File: src/rtl/core/zavc_pkg.sv
// shared types, codes and constants of the attribute value converter
package zavc_pkg;

    // field widths
    localparam int ID_W      = 16;
    localparam int RAW_W     = 17;
    localparam int VALUE_W   = 48;
    localparam int S_TDATA_W = 56;
    localparam int M_TDATA_W = 48;
    localparam int M_TUSER_W = 2;

    // register stages from input to the last pipeline register
    localparam int PIPE_DEPTH = 7;

    // cluster and attribute identifiers
    localparam logic [ID_W-1:0] CL_POWER     = 16'h0001;
    localparam logic [ID_W-1:0] CL_ONOFF     = 16'h0006;
    localparam logic [ID_W-1:0] CL_ILLUM     = 16'h0400;
    localparam logic [ID_W-1:0] CL_TEMP      = 16'h0402;
    localparam logic [ID_W-1:0] CL_PRESS     = 16'h0403;
    localparam logic [ID_W-1:0] CL_HUMID     = 16'h0405;
    localparam logic [ID_W-1:0] CL_SOIL      = 16'h0408;
    localparam logic [ID_W-1:0] AT_MEAS      = 16'h0000;
    localparam logic [ID_W-1:0] AT_BATT_VOLT = 16'h0020;
    localparam logic [ID_W-1:0] AT_BATT_PCT  = 16'h0021;

    // sentinel raw values
    localparam logic signed [RAW_W-1:0] SENT_S16_POS = 17'sd32768;
    localparam logic signed [RAW_W-1:0] SENT_S16_NEG = -17'sd32768;
    localparam logic signed [RAW_W-1:0] SENT_U16     = 17'sd65535;
    localparam logic signed [RAW_W-1:0] SENT_U8      = 17'sd255;

    // conversion kinds
    localparam int KIND_W = 3;
    localparam logic [KIND_W-1:0] KIND_NONE      = 3'd0;
    localparam logic [KIND_W-1:0] KIND_DIV100    = 3'd1;
    localparam logic [KIND_W-1:0] KIND_PRESS     = 3'd2;
    localparam logic [KIND_W-1:0] KIND_BATT_PCT  = 3'd3;
    localparam logic [KIND_W-1:0] KIND_BATT_VOLT = 3'd4;
    localparam logic [KIND_W-1:0] KIND_ONOFF     = 3'd5;
    localparam logic [KIND_W-1:0] KIND_POW10     = 3'd6;

    // battery voltage line: raw*20-500, clamped
    localparam int VOLT_OFS = 500;
    localparam int PCT_MAX  = 100;

    // divide by 100: reciprocal for the integer part of |raw|
    localparam int D100      = 100;
    localparam int D100_HALF = 50;
    localparam int D100_K1   = RAW_W + 7;
    localparam int D100_M1_W = 18;
    localparam logic [63:0] D100_M1 = (64'd1 << D100_K1) / 64'd100 + 64'd1;
    localparam int QA_W      = 10;
    localparam int RA_W      = 7;

    // exponent path: log2(10) in Q28 split as 10000*POW_A + POW_B
    localparam int LOG_FRAC   = 28;
    localparam int POW_DIV    = 10000;
    localparam int POW_A      = 891723283 / POW_DIV;
    localparam int POW_B      = 891723283 % POW_DIV;
    localparam int POW_OFF_E  = 15;
    localparam int POW_OFF    = POW_DIV << POW_OFF_E;
    localparam int POW_OFF_Q  = 1 << POW_OFF_E;
    localparam int DIV_K      = 44;
    localparam logic [63:0] DIV_M = (64'd1 << DIV_K) / 64'd10000 + 64'd1;
    localparam int X_W        = RAW_W + 1;
    localparam int XA_W       = 35;
    localparam int NB_W       = 30;
    localparam int Q_W        = 17;
    localparam int E_W        = XA_W - LOG_FRAC;

    // mantissa table in Q30
    localparam int ROM_FRAC  = 30;
    localparam int ROM_W     = 32;
    localparam int POW_TERMS = 14;
    localparam logic [63:0] LN2_Q30 = 64'd744261118;
    localparam logic [63:0] ONE_Q30 = 64'd1 << ROM_FRAC;
    localparam logic [ROM_W-1:0] TWO_Q30 = 32'h8000_0000;

    // control that travels beside the data
    typedef struct packed {
        logic              acc;
        logic              val;
        logic [KIND_W-1:0] kind;
    } ctrl_t;

    // one result
    typedef struct packed {
        logic               acc;
        logic               val;
        logic [VALUE_W-1:0] value;
    } res_t;

    // 2^(z/ln2) by a truncated series, z in Q30
    function automatic logic [ROM_W-1:0] pow_entry(input logic [63:0] z);
        logic [63:0] term;
        logic [63:0] sum;
        term = ONE_Q30;
        sum  = ONE_Q30;
        for (int k = 1; k <= POW_TERMS; k++) begin
            term = ((term * z) >> ROM_FRAC) / 64'(k);
            sum  = sum + term;
        end
        return sum[ROM_W-1:0];
    endfunction

endpackage

File: src/rtl/core/zavc_decode.sv
// cluster and attribute decode with sentinel checks
module zavc_decode (
    input  logic [15:0]         cluster_id,
    input  logic [15:0]         attribute_id,
    input  logic signed [16:0]  raw_value,
    output zavc_pkg::ctrl_t     ctrl
);
    import zavc_pkg::*;

    logic s16_sent;
    logic u16_sent;
    logic u8_sent;

    // sentinel compares
    assign s16_sent = (raw_value == SENT_S16_POS) || (raw_value == SENT_S16_NEG);
    assign u16_sent = (raw_value == SENT_U16);
    assign u8_sent  = (raw_value == SENT_U8);

    // report classification
    always_comb begin
        ctrl.acc  = 1'b0;
        ctrl.val  = 1'b0;
        ctrl.kind = KIND_NONE;
        if (cluster_id == CL_POWER) begin
            if (attribute_id == AT_BATT_PCT) begin
                ctrl.acc  = 1'b1;
                ctrl.val  = !u8_sent;
                ctrl.kind = KIND_BATT_PCT;
            end else if (attribute_id == AT_BATT_VOLT) begin
                ctrl.acc  = 1'b1;
                ctrl.val  = !u8_sent;
                ctrl.kind = KIND_BATT_VOLT;
            end
        end else if (attribute_id == AT_MEAS) begin
            unique case (cluster_id) inside
                CL_TEMP: begin
                    ctrl.acc  = 1'b1;
                    ctrl.val  = !s16_sent;
                    ctrl.kind = KIND_DIV100;
                end
                CL_HUMID, CL_SOIL: begin
                    ctrl.acc  = 1'b1;
                    ctrl.val  = !u16_sent;
                    ctrl.kind = KIND_DIV100;
                end
                CL_PRESS: begin
                    ctrl.acc  = 1'b1;
                    ctrl.val  = !s16_sent;
                    ctrl.kind = KIND_PRESS;
                end
                CL_ONOFF: begin
                    ctrl.acc  = 1'b1;
                    ctrl.val  = 1'b1;
                    ctrl.kind = KIND_ONOFF;
                end
                CL_ILLUM: begin
                    ctrl.acc  = 1'b1;
                    ctrl.val  = (raw_value != '0) && !u16_sent;
                    ctrl.kind = KIND_POW10;
                end
                default: begin
                    ctrl.acc  = 1'b0;
                    ctrl.val  = 1'b0;
                    ctrl.kind = KIND_NONE;
                end
            endcase
        end
    end

endmodule

File: config.mk
export PLATFORM = sky130hd
export DESIGN_NAME = zavc_decode
export DESIGN_NICKNAME = d
export VERILOG_FILES = /design/src/rtl/core/zavc_pkg.sv /design/src/rtl/core/zavc_decode.sv
export SDC_FILE = /design/constraint.sdc
export NUM_CORES = 1
export LEC_CHECK = 0
export ABC_CLOCK_PERIOD_IN_PS = 1800
export BUFFER_PORTS_ARGS = -buffer_cell sky130_fd_sc_hd__buf_2
export CORE_AREA = 10 10 47 49
export DETAILED_ROUTE_END_ITERATION = 7
export DIE_AREA = 0 0 57 59
export MAX_ROUTING_LAYER = met4
export PLACE_DENSITY_LB_ADDON = 0.25
export SLEW_MARGIN = 10
export SYNTH_ARGS = -nofsm -noshare
export SYNTH_HDL_FRONTEND = slang
export SYNTH_SLANG_ARGS = --single-unit
File: constraint.sdc
create_clock -name vclk -period 1.8
set_clock_uncertainty 0.05 [all_clocks]
set_input_delay 0 -clock vclk [all_inputs]
set_output_delay 0 -clock vclk [all_outputs]
set_load 0.03 [all_outputs]
# After elaboration in Yosys (flattened, before gate mapping)
# Cells that the tools add are included.
# word_totals
elab_cells	26
output_inout_bits	5
in_bits	49
reg_bits	0
# op_classes
eq_ne	13
reduce_logical	8
mux	5
# ops
op	count
== test 16 x 11 -> 1 bit (second input constant)	5
== test 17 bit (second input constant)	2
== test 16 x 6 -> 1 bit (second input constant)	2
one-hot mux 5 bit (5 select lines)	1
two-way mux 5 bit	4
== test 17 x 16 -> 1 bit (second input constant)	1
== test 17 x 9 -> 1 bit (second input constant)	1
nonzero test 17 bit	1
== test 16 x 1 -> 1 bit (second input constant)	1
== test 16 x 3 -> 1 bit (second input constant)	1
logical NOT 16 bit	1
logical NOT 1 bit	3
OR reduction 2 bit	1
logical AND 1 bit	1
logical OR 1 bit	1

# Depth between registers and ports, before layout
# depth
depth_word	6
mapped_depth	6
depth_no_buf	5

# Worst setup path after synthesis
# OpenSTA, ideal clock, no wires.
# synth_path
kind	input to output
start	input cluster_id[14]
end	output ctrl[3] (netlist name)
path_slack_ps	79
required_ps	1750
arrival_ps	1671
n_path_buf	0
stages	5
cell_sequence	nor4_1 -> nand3_1 -> nor3_1 -> o211ai_1 -> o32ai_1
# synth_rtl
item	line	source
from (decl)	zavc_decode.sv:3	input logic [15:0] cluster_id,
to (decl)	zavc_decode.sv:6	output zavc_pkg::ctrl_t ctrl

==> results.json <==
{
  "status": "complete, no violations",
  "setup_violations": 0,
  "critPathLaunchType": "input pin",
  "max_cap_violations": 0,
  "dp_cells": 139,
  "p_per_area_nw_per_um2": 141,
  "worstPathMaxFanout": 2,
  "cts_hold_buf": 0,
  "design.seq.count": 0,
  "wl_met1_um": 794,
  "tns_ns": 0,
  "p_leak_nw": 0.336,
  "drive_gt1_frac": 0.512,
  "io_buffer_count": 54,
  "grt_max_degree": 11,
  "diodes": 0,
  "met3_length_um": 95,
  "grt_overflow": 0,
  "fin_util": 0.539,
  "slowest_stage": "or4_4",
  "antenna_found_initial": 0,
  "grt_pass1_wl_um": 3000,
  "rows": 14,
  "seq_area_frac_synth": 0,
  "first_global_vias": 743,
  "max_stage_delay_ns": 0.54,
  "hpwl_um": 1740,
  "drt_pass1_iterations": 4,
  "crit_chain": "buf_6 -> or4_4 -> nor3_4 -> or3b_1 -> a311oi_2 -> o32ai_1 -> buf_4",
  "ir_drop_mv": 0.0688,
  "min_period_over_period": 0.956,
  "syn-cell-area_um2": 465,
  "die_h_um": 59,
  "p_total_mw": 0.106,
  "gp_congestion": 0.708,
  "drv_slew": 0,
  "synth_cell_types": 32,
  "wl_per_cell_um": 14.2,
  "start_util": 0.332,
  "drt_iter0_drc": 6,
  "clock_buffers": 0,
  "relSlewSlack": 0.761,
  "top_layer_used": "met3",
  "syn_inst": 72,
  "end_kind": "output port",
  "grtUsageTotal": 0.100,
  "fmax_mhz": 581,
  "min_path_type": "input pin to output port",
  "io_pins": 54,
  "syn_nets": 121,
  "vias": 757,
  "final_nets": 174,
  "synth_warnings": 0,
  "dieWidth_um": 57,
  "syn_avg_cell_area_um2": 6.46,
  "tightest_slew_ns": 0.355,
  "dieArea_um2": 3360,
  "dr_wl_met2_um": 1080,
  "final_cell_count_no_fill": 139,
  "ant_nets": 0,
  "area_growth_syn_to_layout_pct": 62.4,
  "drt-vias-per-instance": 5.45,
  "drc": 0,
  "min_period_ns": 1.72,
  "postPlaceCellArea_um2": 726,
  "hold_viol": 0,
  "critical_path_required_ns": 1.75,
  "arrival_ns": 1.67,
  "fin_area_um2": 756,
  "crit_type": "input pin to output port",
  "wl_um": 1970,
  "core_um2": 1400,
  "register_area_um2": 0
}
==> report_power, final <==
group          internal (mW)  total (mW)  switching, mW
clock network              0           0              0
logic                 0.0599       0.106         0.0465
registers                  0           0              0
==> metal layers <==
| metal | vias up | track usage |
|---|---|---|
| met5 | - | - |
| met4 | 0 | 0 |
| met3 | 0 | 0.0107 |
| met2 | 29 | 0.181 |
| met1 | 338 | 0.123 |
| li1 | 390 | - |
==> critical path: cells and delay by family <==
kind / cells / cell delay, ns
AO/OA/AOI/OAI: 2 / 0.32
buffers and inverters: 2 / 0.27
AND/OR/NAND/NOR: 3 / 1.08
==> Yosys cell counts, drive strengths merged <==
library cell | instances | area (µm²)
nand2 | 8 | 30.0
nor4 | 7 | 43.8
or4b | 1 | 10.0
xnor2 | 1 | 8.76
and2 | 1 | 6.26
nor4b | 1 | 8.76
o32ai | 1 | 8.76
a211oi | 1 | 7.51
o211ai | 1 | 7.51
nand4 | 3 | 18.8
nor3 | 3 | 20.0
nand3 | 1 | 5.00
buf | 4 | 37.5
and3b | 2 | 17.5
a311oi | 1 | 15.0
or3 | 2 | 12.5
or4 | 5 | 45.0
o21ai | 5 | 25.0
nor2b | 2 | 12.5
and3 | 1 | 6.26
nand4b | 1 | 8.76
a21oi | 5 | 25.0
nor3b | 3 | 22.5
or3b | 1 | 8.76
nor2 | 8 | 30.0
nand3b | 1 | 7.51
o22ai | 1 | 6.26
and4 | 1 | 10.0
==> cell families after synthesis <==
family                 count (synthesis)  share of synthesized area
AND/OR/NAND/NOR                       52                      0.696
AO/OA/AOI/OAI                         15                      0.204
buffers and inverters                  4                     0.0806
XOR/XNOR                               1                     0.0188
==> through the flow <==
step	worst slack (ns)	hold slack, ns
finish	0.0795	0.303
global route	-0.00369	0.323
CTS	0.0205	0.307
detailed placement	0.0178	0.304
global placement	0.0429	0.303
floorplan	0.0794	0.163
==> layout make-up <==
class / count / area (µm²)
Timing Repair Buffer: 55 / 293
Multi-Input combinational cell: 68 / 443
Tap cell: 16 / 20.0
Fill cell: 159 / 646
==> worst paths after layout <==
path                        start  endpoint  slack, ns  depth (start not counted)
setup / recovery    raw_value[16]   ctrl[3]       0.08                          7
hold / removal    attribute_id[0]   ctrl[2]       0.30                          3
==> cell usage in the layout, fill, tap and decap left out <==
| cell type | count |
|---|---|
| a21oi_1 | 5 |
| a211oi_1 | 1 |
| o32ai_1 | 1 |
| o22ai_1 | 1 |
| buf_6 | 2 |
| nor2b_1 | 2 |
| o211ai_1 | 1 |
| nor3b_1 | 3 |
| and4_2 | 1 |
| nand3_1 | 1 |
| nor4b_1 | 1 |
| nand2_1 | 8 |
| nor3_4 | 1 |
| nor2_1 | 8 |
| and3b_1 | 2 |
| and2_1 | 1 |
| buf_4 | 2 |
| xnor2_1 | 1 |
| or4_4 | 3 |
| or3_1 | 2 |
| nand4b_1 | 1 |
| or4_1 | 2 |
| nand3b_1 | 1 |
| buf_2 | 51 |
| or4b_2 | 1 |
| nand4_1 | 3 |
| and3_1 | 1 |
| nor3_2 | 1 |
| a311oi_2 | 1 |
| nor4_1 | 7 |
| o21ai_1 | 1 |
| or3b_1 | 1 |
| o21ai_0 | 4 |
| nor3_1 | 1 |
==> what timing repair did <==
action                                 CTS  global route
setup endpoints to repair                0             1
endpoints found under the hold margin    0             0
resized for setup                        0             7
buffers inserted                         0             0
Note: power is estimated with default switching activity, not from simulation.
