==> src/rtl/core/zavc_pkg.sv <==
// shared types, codes and constants of the attribute value converter
package zavc_pkg;

    // field widths
    localparam int ID_W      = 16;
    localparam int RAW_W     = 17;
    localparam int VALUE_W   = 48;
    localparam int S_TDATA_W = 56;
    localparam int M_TDATA_W = 48;
    localparam int M_TUSER_W = 2;

    // register stages from input to the last pipeline register
    localparam int PIPE_DEPTH = 7;

    // cluster and attribute identifiers
    localparam logic [ID_W-1:0] CL_POWER     = 16'h0001;
    localparam logic [ID_W-1:0] CL_ONOFF     = 16'h0006;
    localparam logic [ID_W-1:0] CL_ILLUM     = 16'h0400;
    localparam logic [ID_W-1:0] CL_TEMP      = 16'h0402;
    localparam logic [ID_W-1:0] CL_PRESS     = 16'h0403;
    localparam logic [ID_W-1:0] CL_HUMID     = 16'h0405;
    localparam logic [ID_W-1:0] CL_SOIL      = 16'h0408;
    localparam logic [ID_W-1:0] AT_MEAS      = 16'h0000;
    localparam logic [ID_W-1:0] AT_BATT_VOLT = 16'h0020;
    localparam logic [ID_W-1:0] AT_BATT_PCT  = 16'h0021;

    // sentinel raw values
    localparam logic signed [RAW_W-1:0] SENT_S16_POS = 17'sd32768;
    localparam logic signed [RAW_W-1:0] SENT_S16_NEG = -17'sd32768;
    localparam logic signed [RAW_W-1:0] SENT_U16     = 17'sd65535;
    localparam logic signed [RAW_W-1:0] SENT_U8      = 17'sd255;

    // conversion kinds
    localparam int KIND_W = 3;
    localparam logic [KIND_W-1:0] KIND_NONE      = 3'd0;
    localparam logic [KIND_W-1:0] KIND_DIV100    = 3'd1;
    localparam logic [KIND_W-1:0] KIND_PRESS     = 3'd2;
    localparam logic [KIND_W-1:0] KIND_BATT_PCT  = 3'd3;
    localparam logic [KIND_W-1:0] KIND_BATT_VOLT = 3'd4;
    localparam logic [KIND_W-1:0] KIND_ONOFF     = 3'd5;
    localparam logic [KIND_W-1:0] KIND_POW10     = 3'd6;

    // battery voltage line: raw*20-500, clamped
    localparam int VOLT_OFS = 500;
    localparam int PCT_MAX  = 100;

    // divide by 100: reciprocal for the integer part of |raw|
    localparam int D100      = 100;
    localparam int D100_HALF = 50;
    localparam int D100_K1   = RAW_W + 7;
    localparam int D100_M1_W = 18;
    localparam logic [63:0] D100_M1 = (64'd1 << D100_K1) / 64'd100 + 64'd1;
    localparam int QA_W      = 10;
    localparam int RA_W      = 7;

    // exponent path: log2(10) in Q28 split as 10000*POW_A + POW_B
    localparam int LOG_FRAC   = 28;
    localparam int POW_DIV    = 10000;
    localparam int POW_A      = 891723283 / POW_DIV;
    localparam int POW_B      = 891723283 % POW_DIV;
    localparam int POW_OFF_E  = 15;
    localparam int POW_OFF    = POW_DIV << POW_OFF_E;
    localparam int POW_OFF_Q  = 1 << POW_OFF_E;
    localparam int DIV_K      = 44;
    localparam logic [63:0] DIV_M = (64'd1 << DIV_K) / 64'd10000 + 64'd1;
    localparam int X_W        = RAW_W + 1;
    localparam int XA_W       = 35;
    localparam int NB_W       = 30;
    localparam int Q_W        = 17;
    localparam int E_W        = XA_W - LOG_FRAC;

    // mantissa table in Q30
    localparam int ROM_FRAC  = 30;
    localparam int ROM_W     = 32;
    localparam int POW_TERMS = 14;
    localparam logic [63:0] LN2_Q30 = 64'd744261118;
    localparam logic [63:0] ONE_Q30 = 64'd1 << ROM_FRAC;
    localparam logic [ROM_W-1:0] TWO_Q30 = 32'h8000_0000;

    // control that travels beside the data
    typedef struct packed {
        logic              acc;
        logic              val;
        logic [KIND_W-1:0] kind;
    } ctrl_t;

    // one result
    typedef struct packed {
        logic               acc;
        logic               val;
        logic [VALUE_W-1:0] value;
    } res_t;

    // 2^(z/ln2) by a truncated series, z in Q30
    function automatic logic [ROM_W-1:0] pow_entry(input logic [63:0] z);
        logic [63:0] term;
        logic [63:0] sum;
        term = ONE_Q30;
        sum  = ONE_Q30;
        for (int k = 1; k <= POW_TERMS; k++) begin
            term = ((term * z) >> ROM_FRAC) / 64'(k);
            sum  = sum + term;
        end
        return sum[ROM_W-1:0];
    endfunction

endpackage

==> src/rtl/core/zavc_out_buf.sv <==
// output register with skid stage, decouples ready from the pipeline
module zavc_out_buf (
    input  logic                              aclk,
    input  logic                              aresetn,
    input  logic                              in_valid,
    input  zavc_pkg::res_t                    in_res,
    output logic                              pipe_en,
    output logic                              m_axis_tvalid,
    input  logic                              m_axis_tready,
    output logic [zavc_pkg::M_TDATA_W-1:0]    m_axis_tdata,
    output logic [zavc_pkg::M_TUSER_W-1:0]    m_axis_tuser
);
    import zavc_pkg::*;

    logic out_valid_reg;
    logic out_valid_next;
    res_t out_res_reg;
    res_t out_res_next;
    logic skid_valid_reg;
    logic skid_valid_next;
    res_t skid_res_reg;
    res_t skid_res_next;
    logic out_free;

    assign pipe_en  = !skid_valid_reg;
    assign out_free = !out_valid_reg || m_axis_tready;

    // refill from skid first, else take the pipeline result
    always_comb begin
        out_valid_next  = out_valid_reg;
        out_res_next    = out_res_reg;
        skid_valid_next = skid_valid_reg;
        skid_res_next   = skid_res_reg;
        if (skid_valid_reg) begin
            if (out_free) begin
                out_valid_next  = 1'b1;
                out_res_next    = skid_res_reg;
                skid_valid_next = 1'b0;
            end
        end else if (out_free) begin
            out_valid_next = in_valid;
            out_res_next   = in_res;
        end else if (in_valid) begin
            skid_valid_next = 1'b1;
            skid_res_next   = in_res;
        end
    end

    // valid flags
    always_ff @(posedge aclk) begin
        if (!aresetn) begin
            out_valid_reg  <= 1'b0;
            skid_valid_reg <= 1'b0;
        end else begin
            out_valid_reg  <= out_valid_next;
            skid_valid_reg <= skid_valid_next;
        end
    end

    // payload
    always_ff @(posedge aclk) begin
        out_res_reg  <= out_res_next;
        skid_res_reg <= skid_res_next;
    end

    assign m_axis_tvalid = out_valid_reg;
    assign m_axis_tdata  = out_res_reg.value;
    assign m_axis_tuser  = {out_res_reg.val, out_res_reg.acc};

endmodule

==> config.mk <==
export PLATFORM = sky130hd
export DESIGN_NAME = zavc_out_buf
export DESIGN_NICKNAME = d
export VERILOG_FILES = /design/src/rtl/core/zavc_pkg.sv /design/src/rtl/core/zavc_out_buf.sv
export SDC_FILE = /design/constraint.sdc
export NUM_CORES = 1
export LEC_CHECK = 0
export BUFFER_PORTS_ARGS = -buffer_cell sky130_fd_sc_hd__buf_2
export CORE_ASPECT_RATIO = 0.75
export CORE_MARGIN = 2
export CORE_UTILIZATION = 35
export DETAILED_ROUTE_END_ITERATION = 8
export GPL_TIMING_DRIVEN = 0
export PLACE_DENSITY = 0.68
export SYNTH_ARGS = -nofsm -noshare
export SYNTH_HDL_FRONTEND = slang
export SYNTH_SLANG_ARGS = --single-unit
==> constraint.sdc <==
create_clock -name aclk -period 9.6 [get_ports aclk]
set_clock_uncertainty 0.1 [all_clocks]
set_input_delay 1.92 -clock aclk [delete_from_list [all_inputs] [get_ports aclk]]
set_output_delay 1.92 -clock aclk [all_outputs]
set_load 0.1 [all_outputs]
; ---- Word-level counts from Yosys, hierarchy flattened
; Index checks and enable logic that the tools add are counted.
[word_totals]
regBits = 102
ram_bits = 0
output_inout_bits = 52
latch_bits = 0
rom_bits = 0
memories = 0
elab_cells = 24
[op_classes]
div = 0
shift = 0
n_mul = 0
n_reduce_logical = 4
add_sub_neg = 0
muxes = 10
n_bitwise = 2
eq_ne = 0
magnitude_cmp = 0
[ops]
columns = operator, count
row1 = 50-bit two-way mux, 3
row2 = 1-bit two-way mux, 7
row3 = 3-bit AND reduction, 1
row4 = 1-bit zero test, 2
row5 = 1-bit inverter, 2
row6 = 1-bit logical OR, 1

; ---- Longest topological paths before layout
[logic_depth]
depth_word = 4
mapped_depth = 4

; ---- Worst setup path after synthesis
; OpenSTA, ideal clock, no wires.
[synth_timing]
path_type = in2reg
start = input m_axis_tready
end = register skid_res_reg[0] (netlist name), enable pin
required_time_ns = 8.970
arrival_time_ns = 6.962
path_stages = 2
setup_time_ns = 0.530
setup_slack_ns = 2.008
path_cell_list = nand2b_1 -> nor3b_1
[synth_between]
elab_chain_len = 3
[synth_rtl]
columns = item, line
row1 = from (decl), zavc_out_buf.sv:9  ; input logic m_axis_tready,
row2 = 1-bit logical OR, zavc_out_buf.sv:26  ; assign out_free = !out_valid_reg || m_axis_tready;
row3 = 1-bit inverter (no source line), n/a
row4 = 3-bit AND reduction (no source line), n/a
row5 = to (signal assigned), zavc_out_buf.sv:63  ; skid_res_reg <= skid_res_next;
row6 = to (decl), zavc_out_buf.sv:21  ; res_t skid_res_reg;
; No other way between the ends.
; A chain may end at the register's enable or synchronous reset.

; ---- Worst setup path after layout
[layout_timing]
start = input m_axis_tready
end = register skid_res_reg[13] (netlist name), enable pin
[layout_between]
elab_chain_len = 3
[layout_rtl]
columns = item, line
row1 = 1-bit logical OR, zavc_out_buf.sv:26
row2 = via out_free, zavc_out_buf.sv:23  ; logic out_free;
row3 = 1-bit inverter (no source line), n/a
row4 = 3-bit AND reduction (no source line), n/a
; The timed path passes the listed nets, and every way through them passes these cells.

==> flow_summary_export.csv <==
group,metric,value,unit
power,ir_worst_vdd,0.128,mV
die,die_x,126,µm
worst_setup_path,critPathBufInv,3,
place,post-dp-hpwl,4710,µm
timing,setup-violations-final,0,
global_routing,grt_max_degree,29,
worst_setup_path,start_kind,"input port",
routing,totalWireLength,6560,µm
logic_synthesis,synth_top_area_share,76.3,%
timing,tightest_slew,864,ps
clock_network,clock_latency,330,ps
layout,antenna_cells,0,
worst_setup_path,cp.required,9550,ps
die,ios,106,
routing,dr.first_iter.drc_count,133,
global_routing,gr-usage-met2,18.4,%
timing,timing.setup.tns,0,ps
clock_network,clock_sinks,102,
worst_setup_path,crit_path_max_incr_delay,880,ps
layout,syn_to_final_growth,27.1,%
clock_network,h-tree-depth,3,
worst_setup_path,worstPathMaxFanout,28,
layout,nets,339,
global_routing,grt_busiest_layer,"met2",
timing,period_minus_slack,3900,ps
layout,ff_latch_area,3040,µm²
clock_network,post_cts_buffers,0,
logic_synthesis,yosys_warnings,0,
worst_setup_path,end_kind,"flip-flop",
logic_synthesis,synth_area_leader_cell,"edfxtp_1",
clock_network,cts_buffers,9,
logic_synthesis,synth_fp_nets,218,
timing,finalCritPeriodShare,40.6,%
global_routing,use_met1,13.3,%
global_routing,grt_pass1_vias,1979,
clock_network,cts_max_path_buffers,2,
logic_synthesis,syn_avg_cell_area,24.0,µm²
logic_synthesis,synth_cells,164,
timing,max_freq,0.257,GHz
timing,finalHoldViolCount,0,
timing,slew_viol_final,0,
worst_setup_path,worstPathArrival,3840,ps
power,p_per_area,212,nW/µm²
place,place.gp.congestion,0.631,
routing,viasPerCell,4.37,
global_routing,antenna_found_initial,0,
die,die_y,95.9,µm
die,initial_core_util,36.0,%
logic_synthesis,ys_top_cells_by_area,"edfxtp_1, mux2_4, buf_12",
global_routing,grt_pass1_wl,10300,µm
layout,largest_reg_flops,50,
clock_network,cts-root-buf,"clkbuf_16",
routing,first_pass_iters,6,
outcome,status,"finished, final reports clean",
flow_run,drv_cap,0,
logic_synthesis,yosysSeqAreaShare,77.3,%
global_routing,grtUsageMet3,6.28,%
layout,drive_gt1_share,63.4,%
hold_path,min_path_type,"flip-flop to flip-flop",
layout,multi_input_area,787,µm²
clock_network,cts-hold-fix-buffers,0,
global_routing,grtUsageTotal,11.4,%
clock_network,clkTransAtPathRegs,70,ps
place,io_buffer_count,105,
worst_setup_path,r2r_slack,7140,ps
global_routing,grt.overflow.total,0,
routing,routed-via-count,1880,
logic_synthesis,ys_ff_latch,102,
worst_setup_path,slowest_stage,"nor3b_2",
worst_setup_path,worst-setup-path-type,"input port to flip-flop",
timing,max-slew-margin-rel,42.2,%
worst_setup_path,path_cells,"buf_2, nand2b_2, nor3b_2, buf_8, buf_6",
die,num_rows,33,
clock_network,cts_resized,0,
power,total_power,1.06,mW
routing,route.detailed.drc,0,
die,core-area,10900,µm²
timing,rsz0062_at_grt,"false",
clock_network,cts_tree,"yes",
power,power.leakage,1.97,nW
worst_setup_path,path_delay_family,"simple AND/OR/NAND/NOR gates",
layout,n_fill_cell,930,
logic_synthesis,synth_area,3940,µm²
die,die_area,12100,µm²
routing,drtAntennaViolNets,0,
routing,wire_per_inst,15.3,µm
logic_synthesis,yosys.cell_types.count,12,
[cells in the mapped netlist (all sizes together)]
library cell	instances
mux2	50
nand2b	1
a21boi	1
nor2	1
inv	1
buf	6
nor3b	2
edfxtp	100
dfxtp	2
[path summary, 6_finish.rpt]
| kind | startpoint | end | cells after the start |
|---|---|---|---|
| hold reg to reg | skid_res_reg[36] | m_axis_tdata[36] | 1 |
| setup / recovery | m_axis_tready | skid_res_reg[13] | 5 |
| setup reg to reg | m_axis_tvalid | skid_res_reg[13] | 4 |
| hold / removal | skid_res_reg[36] | m_axis_tdata[36] | 1 |
[logic make-up (layout without fill, tap and decap cells)]
logic type	after synthesis	count (layout)	share of synthesized area, %
AOI/OAI and AO/OA	1	1	0.191
buffers and inverters	7	133	2.92
and+or+nand+nor	4	4	0.826
muxes	50	50	18.8
DFF	102	102	77.3
[where the power goes]
group          internal (mW)  total (mW)  switching [mW]
logic                 0.0397       0.187           0.148
registers              0.514       0.519         0.00529
clock network          0.201       0.354           0.152
total                  0.755        1.06           0.305
[final cells by class]
type / count / share of cell area, %
Sequential cell: 102 / 60.8
Clock inverter: 6 / 1.25
Multi-Input combinational cell: 55 / 15.7
Tap cell: 140 / 3.50
Timing Repair Buffer: 110 / 11.9
Buffer: 6 / 2.22
Clock buffer: 10 / 4.57
Inverter: 1 / 0.0750
[worst reg2reg max path, delay by kind of cell (launching register included)]
kind | cells | cell delay (ps)
simple gates | 2 | 1300
flops | 1 | 340
buf+inv | 2 | 420
[through the flow]
stage	utilization (%)	instances	instance area [µm²]	setup WS [ps]	hold slack [ps]
2_1_floorplan	-	164	3940	2010	423
3_3_place_gp	42.4	409	4640	-859	431
3_5_place_dp	43.1	414	4710	5260	434
4_1_cts	45.8	430	5010	5630	449
5_1_grt	45.8	430	5010	5500	457
6_report	45.8	430	5010	5700	446
[placed cells by master (no fill, tap or decap)]
master / netlist / layout
clkinv_2: 0 / 1
clkinv_4: 0 / 1
nor2_2: 1 / 1
mux2_2: 3 / 3
nor3b_2: 1 / 2
mux2_4: 47 / 47
clkinvlp_4: 0 / 2
dfxtp_1: 2 / 2
edfxtp_1: 100 / 100
buf_6: 1 / 4
bufinv_16: 0 / 1
buf_8: 0 / 1
clkbuf_16: 0 / 9
clkbuf_1: 0 / 1
a21boi_0: 1 / 1
buf_2: 0 / 105
inv_1: 1 / 1
clkinv_1: 0 / 1
nand2b_2: 0 / 1
buf_12: 5 / 6
[metal layers]
metal	share of wire (%)	wire length [µm]
met5	0	0
met4	0.96	63
met3	8.5	558
met2	47	3100
met1	43	2840
Power figures use the tool's default switching activity.
