===== src/rtl/core/zavc_pkg.sv =====
// shared types, codes and constants of the attribute value converter
package zavc_pkg;

    // field widths
    localparam int ID_W      = 16;
    localparam int RAW_W     = 17;
    localparam int VALUE_W   = 48;
    localparam int S_TDATA_W = 56;
    localparam int M_TDATA_W = 48;
    localparam int M_TUSER_W = 2;

    // register stages from input to the last pipeline register
    localparam int PIPE_DEPTH = 7;

    // cluster and attribute identifiers
    localparam logic [ID_W-1:0] CL_POWER     = 16'h0001;
    localparam logic [ID_W-1:0] CL_ONOFF     = 16'h0006;
    localparam logic [ID_W-1:0] CL_ILLUM     = 16'h0400;
    localparam logic [ID_W-1:0] CL_TEMP      = 16'h0402;
    localparam logic [ID_W-1:0] CL_PRESS     = 16'h0403;
    localparam logic [ID_W-1:0] CL_HUMID     = 16'h0405;
    localparam logic [ID_W-1:0] CL_SOIL      = 16'h0408;
    localparam logic [ID_W-1:0] AT_MEAS      = 16'h0000;
    localparam logic [ID_W-1:0] AT_BATT_VOLT = 16'h0020;
    localparam logic [ID_W-1:0] AT_BATT_PCT  = 16'h0021;

    // sentinel raw values
    localparam logic signed [RAW_W-1:0] SENT_S16_POS = 17'sd32768;
    localparam logic signed [RAW_W-1:0] SENT_S16_NEG = -17'sd32768;
    localparam logic signed [RAW_W-1:0] SENT_U16     = 17'sd65535;
    localparam logic signed [RAW_W-1:0] SENT_U8      = 17'sd255;

    // conversion kinds
    localparam int KIND_W = 3;
    localparam logic [KIND_W-1:0] KIND_NONE      = 3'd0;
    localparam logic [KIND_W-1:0] KIND_DIV100    = 3'd1;
    localparam logic [KIND_W-1:0] KIND_PRESS     = 3'd2;
    localparam logic [KIND_W-1:0] KIND_BATT_PCT  = 3'd3;
    localparam logic [KIND_W-1:0] KIND_BATT_VOLT = 3'd4;
    localparam logic [KIND_W-1:0] KIND_ONOFF     = 3'd5;
    localparam logic [KIND_W-1:0] KIND_POW10     = 3'd6;

    // battery voltage line: raw*20-500, clamped
    localparam int VOLT_OFS = 500;
    localparam int PCT_MAX  = 100;

    // divide by 100: reciprocal for the integer part of |raw|
    localparam int D100      = 100;
    localparam int D100_HALF = 50;
    localparam int D100_K1   = RAW_W + 7;
    localparam int D100_M1_W = 18;
    localparam logic [63:0] D100_M1 = (64'd1 << D100_K1) / 64'd100 + 64'd1;
    localparam int QA_W      = 10;
    localparam int RA_W      = 7;

    // exponent path: log2(10) in Q28 split as 10000*POW_A + POW_B
    localparam int LOG_FRAC   = 28;
    localparam int POW_DIV    = 10000;
    localparam int POW_A      = 891723283 / POW_DIV;
    localparam int POW_B      = 891723283 % POW_DIV;
    localparam int POW_OFF_E  = 15;
    localparam int POW_OFF    = POW_DIV << POW_OFF_E;
    localparam int POW_OFF_Q  = 1 << POW_OFF_E;
    localparam int DIV_K      = 44;
    localparam logic [63:0] DIV_M = (64'd1 << DIV_K) / 64'd10000 + 64'd1;
    localparam int X_W        = RAW_W + 1;
    localparam int XA_W       = 35;
    localparam int NB_W       = 30;
    localparam int Q_W        = 17;
    localparam int E_W        = XA_W - LOG_FRAC;

    // mantissa table in Q30
    localparam int ROM_FRAC  = 30;
    localparam int ROM_W     = 32;
    localparam int POW_TERMS = 14;
    localparam logic [63:0] LN2_Q30 = 64'd744261118;
    localparam logic [63:0] ONE_Q30 = 64'd1 << ROM_FRAC;
    localparam logic [ROM_W-1:0] TWO_Q30 = 32'h8000_0000;

    // control that travels beside the data
    typedef struct packed {
        logic              acc;
        logic              val;
        logic [KIND_W-1:0] kind;
    } ctrl_t;

    // one result
    typedef struct packed {
        logic               acc;
        logic               val;
        logic [VALUE_W-1:0] value;
    } res_t;

    // 2^(z/ln2) by a truncated series, z in Q30
    function automatic logic [ROM_W-1:0] pow_entry(input logic [63:0] z);
        logic [63:0] term;
        logic [63:0] sum;
        term = ONE_Q30;
        sum  = ONE_Q30;
        for (int k = 1; k <= POW_TERMS; k++) begin
            term = ((term * z) >> ROM_FRAC) / 64'(k);
            sum  = sum + term;
        end
        return sum[ROM_W-1:0];
    endfunction

endpackage


===== src/rtl/core/zavc_linear.sv =====
// linear conversions: rounded divide by 100, scaling, clamp and on/off
module zavc_linear #(
    parameter int FRAC_BITS = 16
) (
    input  logic                           aclk,
    input  logic                           en,
    input  logic signed [16:0]             raw_value,
    input  logic [zavc_pkg::KIND_W-1:0]    kind,
    output logic [zavc_pkg::VALUE_W-1:0]   value
);
    import zavc_pkg::*;

    // second reciprocal, for the remainder scaled into the fraction
    localparam int N2_W = FRAC_BITS + 7;
    localparam int K2   = N2_W + 7;
    localparam int M2_W = K2 - 6;
    localparam int P2_W = N2_W + M2_W;
    localparam logic [63:0] M2 = (64'd1 << K2) / 64'd100 + 64'd1;
    localparam int DLY  = PIPE_DEPTH - 4;
    localparam int PA_W = RAW_W + D100_M1_W;

    // stage 1
    logic [RAW_W:0]          neg_ext;
    logic [RAW_W-1:0]        mag_a;
    logic signed [VALUE_W-1:0] rv48;
    logic signed [22:0]      r23;
    logic signed [22:0]      p20;
    logic [RA_W-1:0]         pct;
    logic [VALUE_W-1:0]      sv_next;
    logic [PA_W-1:0]         r1_pa_reg;
    logic [RAW_W-1:0]        r1_a_reg;
    logic                    r1_neg_reg;
    logic                    r1_div_reg;
    logic [VALUE_W-1:0]      r1_sv_reg;
    // stage 2
    logic [QA_W-1:0]         qa;
    logic [RAW_W-1:0]        ra_full;
    logic [QA_W-1:0]         r2_qa_reg;
    logic [RA_W-1:0]         r2_ra_reg;
    logic                    r2_neg_reg;
    logic                    r2_div_reg;
    logic [VALUE_W-1:0]      r2_sv_reg;
    // stage 3
    logic [N2_W-1:0]         n2;
    logic [P2_W-1:0]         r3_p2_reg;
    logic [QA_W-1:0]         r3_qa_reg;
    logic                    r3_neg_reg;
    logic                    r3_div_reg;
    logic [VALUE_W-1:0]      r3_sv_reg;
    // stage 4 and delay
    logic [FRAC_BITS-1:0]    q2;
    logic [VALUE_W-1:0]      mag;
    logic [VALUE_W-1:0]      r4_next;
    logic [VALUE_W-1:0]      dly_reg [DLY+1];

    // magnitude, reciprocal product and simple conversions
    assign neg_ext = -{raw_value[RAW_W-1], raw_value};
    assign mag_a   = raw_value[RAW_W-1] ? neg_ext[RAW_W-1:0] : raw_value[RAW_W-1:0];
    assign rv48    = VALUE_W'(raw_value);
    assign r23     = 23'(raw_value);
    assign p20     = (r23 <<< 4) + (r23 <<< 2) - 23'(VOLT_OFS);

    // battery voltage clamp
    always_comb begin
        if (p20 < 0) begin
            pct = '0;
        end else if (p20 > 23'(PCT_MAX)) begin
            pct = RA_W'(PCT_MAX);
        end else begin
            pct = p20[RA_W-1:0];
        end
    end

    // value for the kinds without a divide
    always_comb begin
        case (kind)
            KIND_PRESS:     sv_next = rv48 <<< FRAC_BITS;
            KIND_BATT_PCT:  sv_next = rv48 <<< (FRAC_BITS - 1);
            KIND_BATT_VOLT: sv_next = VALUE_W'(pct) << FRAC_BITS;
            KIND_ONOFF:     sv_next = (raw_value != '0) ? (VALUE_W'(1) << FRAC_BITS) : '0;
            default:        sv_next = '0;
        endcase
    end

    // integer quotient and remainder of |raw| by 100
    assign qa      = r1_pa_reg[D100_K1 +: QA_W];
    assign ra_full = r1_a_reg - RAW_W'(qa) * RAW_W'(D100);

    // remainder in the fraction, rounded half up
    assign n2 = (N2_W'(r2_ra_reg) << FRAC_BITS) + N2_W'(D100_HALF);

    // recombine and apply the sign
    assign q2      = r3_p2_reg[K2 +: FRAC_BITS];
    assign mag     = (VALUE_W'(r3_qa_reg) << FRAC_BITS) + VALUE_W'(q2);
    assign r4_next = r3_div_reg ? (r3_neg_reg ? -mag : mag) : r3_sv_reg;

    // pipeline registers
    always_ff @(posedge aclk) begin
        if (en) begin
            r1_pa_reg  <= PA_W'(mag_a) * PA_W'(D100_M1);
            r1_a_reg   <= mag_a;
            r1_neg_reg <= raw_value[RAW_W-1];
            r1_div_reg <= (kind == KIND_DIV100);
            r1_sv_reg  <= sv_next;
            r2_qa_reg  <= qa;
            r2_ra_reg  <= ra_full[RA_W-1:0];
            r2_neg_reg <= r1_neg_reg;
            r2_div_reg <= r1_div_reg;
            r2_sv_reg  <= r1_sv_reg;
            r3_p2_reg  <= P2_W'(n2) * P2_W'(M2);
            r3_qa_reg  <= r2_qa_reg;
            r3_neg_reg <= r2_neg_reg;
            r3_div_reg <= r2_div_reg;
            r3_sv_reg  <= r2_sv_reg;
            dly_reg[0] <= r4_next;
            for (int i = 1; i <= DLY; i++) begin
                dly_reg[i] <= dly_reg[i-1];
            end
        end
    end

    assign value = dly_reg[DLY];

endmodule


===== config.mk =====
export PLATFORM = sky130hd
export DESIGN_NAME = zavc_linear
export DESIGN_NICKNAME = d
export VERILOG_FILES = /design/src/rtl/core/zavc_pkg.sv /design/src/rtl/core/zavc_linear.sv
export SDC_FILE = /design/constraint.sdc
export NUM_CORES = 1
export LEC_CHECK = 0
export BUFFER_PORTS_ARGS = -buffer_cell sky130_fd_sc_hd__buf_2
export CORE_MARGIN = 1.5
export CORE_UTILIZATION = 64
export DETAILED_ROUTE_END_ITERATION = 6
export PLACE_DENSITY = 0.83
export SYNTH_ARGS = -nofsm -noshare
export SYNTH_HDL_FRONTEND = slang
export SYNTH_SLANG_ARGS = --single-unit

===== constraint.sdc =====
create_clock -name aclk -period 10.2 [get_ports aclk]
set_input_delay 2.04 -clock aclk [delete_from_list [all_inputs] [get_ports aclk]]
set_output_delay 2.04 -clock aclk [all_outputs]
set_load 0.1 [all_outputs]

; ---- Yosys cells after proc, flatten, opt, wreduce, memory -nomap -nowiden
; Memories as Yosys holds them, arrays and structs flattened.
; Index checks and enable logic that the tools add are counted.
[classes]
add_sub_neg = 7
mul = 3
n_div = 0
order_cmp = 2
eq_ne = 5
n_shift = 0
mux = 9
bitwise = 0
reduce_logical = 1
[op_table]
columns = op, count
row1 = 48-bit case mux with 4 select lines, 1
row2 = 48-bit 2-to-1 mux, 2
row3 = 27-bit negation with 48-bit output, 1
row4 = "23-bit by 24-bit multiplier with 46-bit output, second input constant", 1
row5 = "17-bit by 18-bit multiplier with 34-bit output, second input constant", 1
row6 = 17-bit 2-to-1 mux, 2
row7 = 26-bit by 16-bit adder with 27-bit output, 1
row8 = "23-bit by 6-bit adder with 23-bit output, second input constant", 1
row9 = "23-bit by 8-bit > comparator with 1-bit output, second input constant", 1
row10 = "23-bit by 1-bit less-than comparator with 1-bit output, second input constant", 1
row11 = "22-bit by 10-bit subtractor with 23-bit output, second input constant", 1
row12 = 21-bit by 19-bit adder with 22-bit output, 1
row13 = 17-bit negation, 1
row14 = 17-bit nonzero test, 1
row15 = 7-bit 2-to-1 mux, 2
row16 = "10-bit by 5-bit multiplier with 5-bit output, second input constant", 1
row17 = 7-bit subtractor, 1
row18 = "3-bit by 2-bit equality test with 1-bit output, second input constant", 2
row19 = "3-bit equality test, second input constant", 2
row20 = "3-bit by 1-bit equality test with 1-bit output, second input constant", 1
row21 = 1-bit 2-to-1 mux, 2
[word_totals]
ff_bits = 264
latch_bits = 0
mem_bits_rw = 192
rom_bits = 0
in_bits = 22
output_inout_bits = 48
elab_cells = 43
memories = 1
[memory_table]
columns = memory, words, word_bits, read_ports, rd_ports_with_merged_regs, wr, line
row1 = dly_reg, 4, 48, 4, 0, 4, zavc_linear.sv:54  ; logic [VALUE_W-1:0] dly_reg [DLY+1];

; ---- Logic depth before layout (Yosys ltp)
; Gate-level depths: netlist (run 1).
[depth]
ltp_word = 6
ltp_mapped = 27
ltp_nobuf = 26

; ---- Worst setup path before layout (run 1)
; OpenSTA, ideal clock, no wires.
[synth_timing]
kind = input to register
start = in raw_value[6]
end = reg r1_pa_reg[33] (data pin)
arrival_ns = 9.007
path_slack_ns = 0.938
stages = 26
path_cell_list = clkbuf_1 or4_4 nor4_4 nand3_1 o21ai_0 xnor2_1 inv_1 fa_1 inv_1 fa_1 inv_1 fa_1 fa_1 fa_1 inv_1 fa_1 inv_1 ha_1 nand4_1 nor2_1 o311ai_0 nand2_1 o41ai_1 o211ai_1 a2111o_1 and3_1
[synth_between]
elab_chain_len = 3
[synth_lines]
columns = element, line
row1 = from (decl), zavc_linear.sv:7  ; input logic signed [16:0] raw_value,
row2 = 17-bit negation, zavc_linear.sv:57  ; assign neg_ext = -{raw_value[RAW_W-1], raw_value};
row3 = 17-bit 2-to-1 mux (*), zavc_linear.sv:58  ; assign mag_a = raw_value[RAW_W-1] ? neg_ext[RAW_W-1:0] : raw_value[RAW_W-1:0];
row4 = 17-bit by 18-bit multiplier with 34-bit output (*), zavc_linear.sv:100  ; r1_pa_reg <= PA_W'(mag_a) * PA_W'(D100_M1);
row5 = to (signal assigned), zavc_linear.sv:100
row6 = to (decl), zavc_linear.sv:30  ; logic [PA_W-1:0] r1_pa_reg;
; Mark *: on every way between the ends. The rest lies on a longest branch, timed or not.
; A chain may end at the register's enable or synchronous reset.

; ---- Worst setup path after layout (run 1)
[layout_timing]
start = in raw_value[8]
end = reg r1_pa_reg[33] (data pin)
; The elaborated chain is that of the path after synthesis.

==> results of run 1 <==
==> area by class of cell <==
cell class | instances | share of cell area
multi-input cells | 1017 | 0.454
clock buffers | 33 | 0.0311
clock inverters | 17 | 0.00827
repair buffers | 82 | 0.0201
well taps | 442 | 0.0239
inverters | 362 | 0.0587
flip-flops and latches | 312 | 0.405
==> cell families after synthesis <==
group / share of synthesized area
muxes: 0.00944
buffers and inverters: 0.0689
adders and majority gates: 0.326
and+or+nand+nor: 0.0537
DFF: 0.439
xor gates and xnor gates: 0.0345
AOI/OAI and AO/OA: 0.0682
==> critical path: cells and delay by family <==
family / cells / cell delay, ps
AOI/OAI and AO/OA: 5 / 2000
xor gates and xnor gates: 1 / 310
adders and majority gates: 7 / 3460
buffers and inverters: 6 / 560
and+or+nand+nor: 7 / 1450
==> layer usage <==
layer	vias to the layer above	track usage	wire [µm]
met5	-	0	0
met4	0	0.0665	1050
met3	80	0.0350	1910
met2	360	0.427	19800
met1	6167	0.324	17600
li1	6087	-	-
==> metrics by stage <==
stage / worst slack [ps] / instance area, µm² / util / std cells
2_1_floorplan: 938 / 21300 / - / 1717
3_3_place_gp: 420 / 22300 / 0.680 / 2215
3_5_place_dp: 256 / 22300 / 0.680 / 2215
4_1_cts: 803 / 23200 / 0.708 / 2265
5_1_grt: 297 / 23200 / 0.708 / 2265
6_report: 693 / 23200 / 0.708 / 2265
==> worst max path at each step <==
| stage | cells after the start | slack [ps] | endpoint |
|---|---|---|---|
| final | 26 | 690 | r1_pa_reg[33] |
| after global routing | 26 | 300 | r1_pa_reg[33] |
| after CTS | 26 | 800 | r1_pa_reg[33] |
| after detailed placement | 26 | 260 | r1_pa_reg[33] |
| after global placement | 26 | 420 | r1_pa_reg[33] |
| after floorplan | 26 | 940 | r1_pa_reg[33] |
==> layout by cell type, fill, tap and decap left out, drive strengths merged, types with 14 or more instances in the layout <==
master / instances
nand2: 45
a21oi: 60
and2: 19
mux2i: 19
buf: 82
fa: 136
ha: 339
nand2b: 14
o21ai: 48
xor2: 23
nand3: 14
a21o: 24
inv: 362
clkbuf: 33
xnor2: 61
nor2: 59
edfxtp: 312
==> metrics.cfg, run 1 <==
[cts]
cts_inserted_buffers=28
htree_levels=1
postCtsSetupRepairBufs=0
path_clk_slew_ps=70
clk_path_buf_depth=3
cts.sinks=312
ctsHoldBuffers=0
cts_root_buffer=clkbuf_16
clk_latency_ps=550
cts_tree=done
cts.repair.resized=0

[setup_path]
critPathSlowestCell=o41ai_1
r2r-end=r3_p2_reg[45]
worst_r2r_path_depth=18
worstSetupPathType=in -> reg
crit_top_cell=fa_1
arrival_ps=9820
r2r_start=r2_ra_reg[1]
worst_path_largest_cell_delay_ps=600
reg2reg_slack_ps=4400
cp-startpoint=raw_value[8]
worstPathMaxFanout=5
cp.required_ps=10510
worstSetupStartpointType=input port
end_kind=flop

[die]
core_mm2=0.0327
io_pins=70
dieArea_mm2=0.0345
die_w_um=186
start_util=0.653
die_h_um=186
rows=66

[synthesis]
synth_edf_count=312
synthCells=1717
synth.area.top_cells=edfxtp_1 (44%), ha_1 (20%), fa_1 (13%), inv_1 (6.3%), xnor2_1 (2.5%)
yosysSeqAreaShare=0.439
synth_area_mm2=0.0213
synth_most_common_cell=inv_1
yosysWarningCount=0
avgSynthCellArea_um2=12.4
synth-async-reset-ratio=0
synth_top_area_frac=0.439
synth_fp_nets=2214
ys_ff_latch=312
ys_types=69
netlist_top_cells_count=inv_1 (361), ha_1 (339), edfxtp_1 (312)
synth_flop_cell=edfxtp_1
synth_top_area_cell=edfxtp_1

[flow_run]
cap_violations=0

[route]
routed_wl_um=40400
ant_nets=0
drc_errors=0
viasPerCell=5.60
drtPass1Iterations=5
wl_per_cell_um=17.8
drtIter0Drc=763
vias=12700

[cells_and_area]
fin_nets=2300
n_antenna_cell=0
syn_to_final_growth_pct=8.52
drive_gt1_frac=0.0773
filler_cell_count=2196
multi_input_area_mm2=0.0105
ff_latch_area_mm2=0.00937
largest_reg_flops=192

[sta]
tightest_slew_ps=1100
slew_headroom=0.268
finalCritPeriodShare=0.932
final_hold_viol_count=0
hold_ws_ps=416
post-route-min-period_ps=9510
slew_viol_final=0
rsz0062_at_grt=false
setup_viol=0
fmax_mhz=105
skew_ps=19.7
fin_setup_tns_ps=0

[global_routing]
grt_pass1_vias=13100
grt-ovfl-total=0
grt_antenna_before_repair=0
grt_pass1_wl_um=65900
grt_usage=0.246
grt_max_degree=162

[status]
outcome=complete, no violations

[place]
io_buffers=69
dp_hpwl_um=29800
gp_congestion=0.967

[worst_hold_path]
hold_path_end=r2_qa_reg[6]
hold_depth=0
min_from=r1_pa_reg[30]
hp-class=reg -> reg

Power of run 1 is left out: the tool's default activity adds up to more than one toggle a clock period on the data nets, which glitch-free logic cannot reach.
==> run 2, diff against run 1 <==
--- a/config.mk
+++ b/config.mk
@@ -5,7 +5,9 @@
 export SDC_FILE = /design/constraint.sdc
 export NUM_CORES = 1
 export LEC_CHECK = 0
-export BUFFER_PORTS_ARGS = -buffer_cell sky130_fd_sc_hd__buf_2
+export BUFFER_PORTS_ARGS = -buffer_cell sky130_fd_sc_hd__clkbuf_2
+export CAP_MARGIN = 40
+export CORE_ASPECT_RATIO = 0.9
 export CORE_MARGIN = 1.5
 export CORE_UTILIZATION = 64
 export DETAILED_ROUTE_END_ITERATION = 6
==> run 2 against run 1 <==
Global-route usage fell by 0.59 points. Utilization is 0.34 points lower. Cell area about the same. Die area about the same. Critical path depth stayed put. Critical path type unchanged.
==> metrics.cfg, run 2 (synthesis results as in run 1) <==
[sta]
finalCritPeriodShare=0.942  ; +0.00992
slew_viol_final=0  ; unchanged
rsz0062_at_grt=false
skew_ps=8.69  ; -11.0 ps
fmax_mhz=104  ; -1.1%
tightest_slew_ps=1070  ; -28.2 ps
fin_setup_tns_ps=0  ; unchanged
setup_viol=0  ; unchanged
final_hold_viol_count=0  ; unchanged
hold_ws_ps=415  ; -1.26 ps
post-route-min-period_ps=9610  ; +101 ps
layout_setup_ws_ps=591  ; -101 ps
slew_headroom=0.286  ; +0.0188

[die]
die_h_um=176  ; -5.0%
die_w_um=195  ; +5.3%
dieArea_mm2=0.0345  ; about the same
start_util=0.649  ; -0.00335
core_mm2=0.0329  ; +0.52%
io_pins=70  ; unchanged
rows=63  ; -4.5%

[worst_hold_path]
hp-class=reg -> reg

[place]
gp_congestion=0.951  ; -1.6%
dp_hpwl_um=30800  ; +3.1%
io_buffers=69  ; unchanged
dp_worst_setup_slack_ps=67.8  ; -188 ps
dp.cells=2199  ; -0.72%

[route]
wl_per_cell_um=17.7  ; -0.71%
drtIter0Drc=781  ; +2.4%
routed_wl_um=39900  ; -1.3%
vias=12700  ; +0.0079%
drtPass1Iterations=5  ; unchanged
ant_nets=0  ; unchanged
drc_errors=0  ; unchanged
viasPerCell=5.64  ; +0.59%

[setup_path]
cp_top_family=adder cells
worstSetupPathType=in -> reg
arrival_ps=9910  ; +90 ps
worstPathMaxFanout=8  ; +3
critPathSlowestCell=o41ai_1
worst_path_largest_cell_delay_ps=650  ; +50 ps
worstSetupStartpointType=input port
cp_num_buf_inv=6  ; unchanged
cp.required_ps=10500  ; about the same
end_kind=flop
crit_top_cell=fa_1

[cts]
clk_latency_ps=550  ; about the same
cts.sinks=312  ; unchanged
cts_tree=done
clk_path_buf_depth=3  ; unchanged
htree_levels=1  ; unchanged
cts_root_buffer=clkbuf_16
cts_inserted_buffers=29  ; +3.6%
postCtsSetupRepairBufs=0  ; unchanged
ctsHoldBuffers=0  ; unchanged
path_clk_slew_ps=60  ; about the same
cts.repair.resized=0  ; unchanged

[cells_and_area]
final_common_cell=inv_1
n_antenna_cell=0  ; unchanged
largest_reg_flops=192  ; unchanged
final_cell_mix=inv_1 (361), ha_1 (339), edfxtp_1 (312)
drive_gt1_frac=0.0798  ; +0.00244
syn_to_final_growth_pct=8.55  ; about the same
fin_nets=2305  ; +0.22%
final_cells=2252  ; -0.57%

[global_routing]
grt_antenna_before_repair=0  ; unchanged
grt_usage=0.240  ; -0.00585
grt_pass1_vias=13000  ; -0.73%
grt_max_degree=160  ; -1.2%
grt-ovfl-total=0  ; unchanged
grt_pass1_wl_um=65100  ; -1.1%

[status]
outcome=complete, no violations

[flow_run]
cap_violations=0  ; unchanged

## run 2: path summary, 6_finish.rpt
path	startpoint	to	slack (ps)	depth (start not counted)
setup / recovery	raw_value[6]	r1_pa_reg[33]	590	26
hold / removal	r2_sv_reg[17]	r3_sv_reg[17]	420	0
setup reg to reg	r2_ra_reg[1]	r3_p2_reg[45]	4320	18
hold reg to reg	r2_sv_reg[17]	r3_sv_reg[17]	420	0
## run 2: layout make-up
type                    instances  area [µm²]
clock inverters                18         164
well taps                     422         528
inverters                     362        1360
multi-input cells            1017       10500
clock buffers                  35         748
flip-flops and latches        312        9370
fillers                      2244        9700
repair buffers                 86         495
## run 2: stage by stage
stage / utilization / cell area (µm²)
2_1_floorplan: - / 21300
3_3_place_gp: 0.677 / 22200
3_5_place_dp: 0.677 / 22300
4_1_cts: 0.705 / 23200
5_1_grt: 0.705 / 23200
6_report: 0.705 / 23200
## run 2: per-layer routing
metal	GRT usage	vias up	wire, µm
met4	0.0556	0	750
met1	0.331	6217	18000
li1	-	6095	-
met2	0.411	325	19200
met3	0.0296	58	2010
met5	0	-	0
Power of run 2 is left out for the same reason.
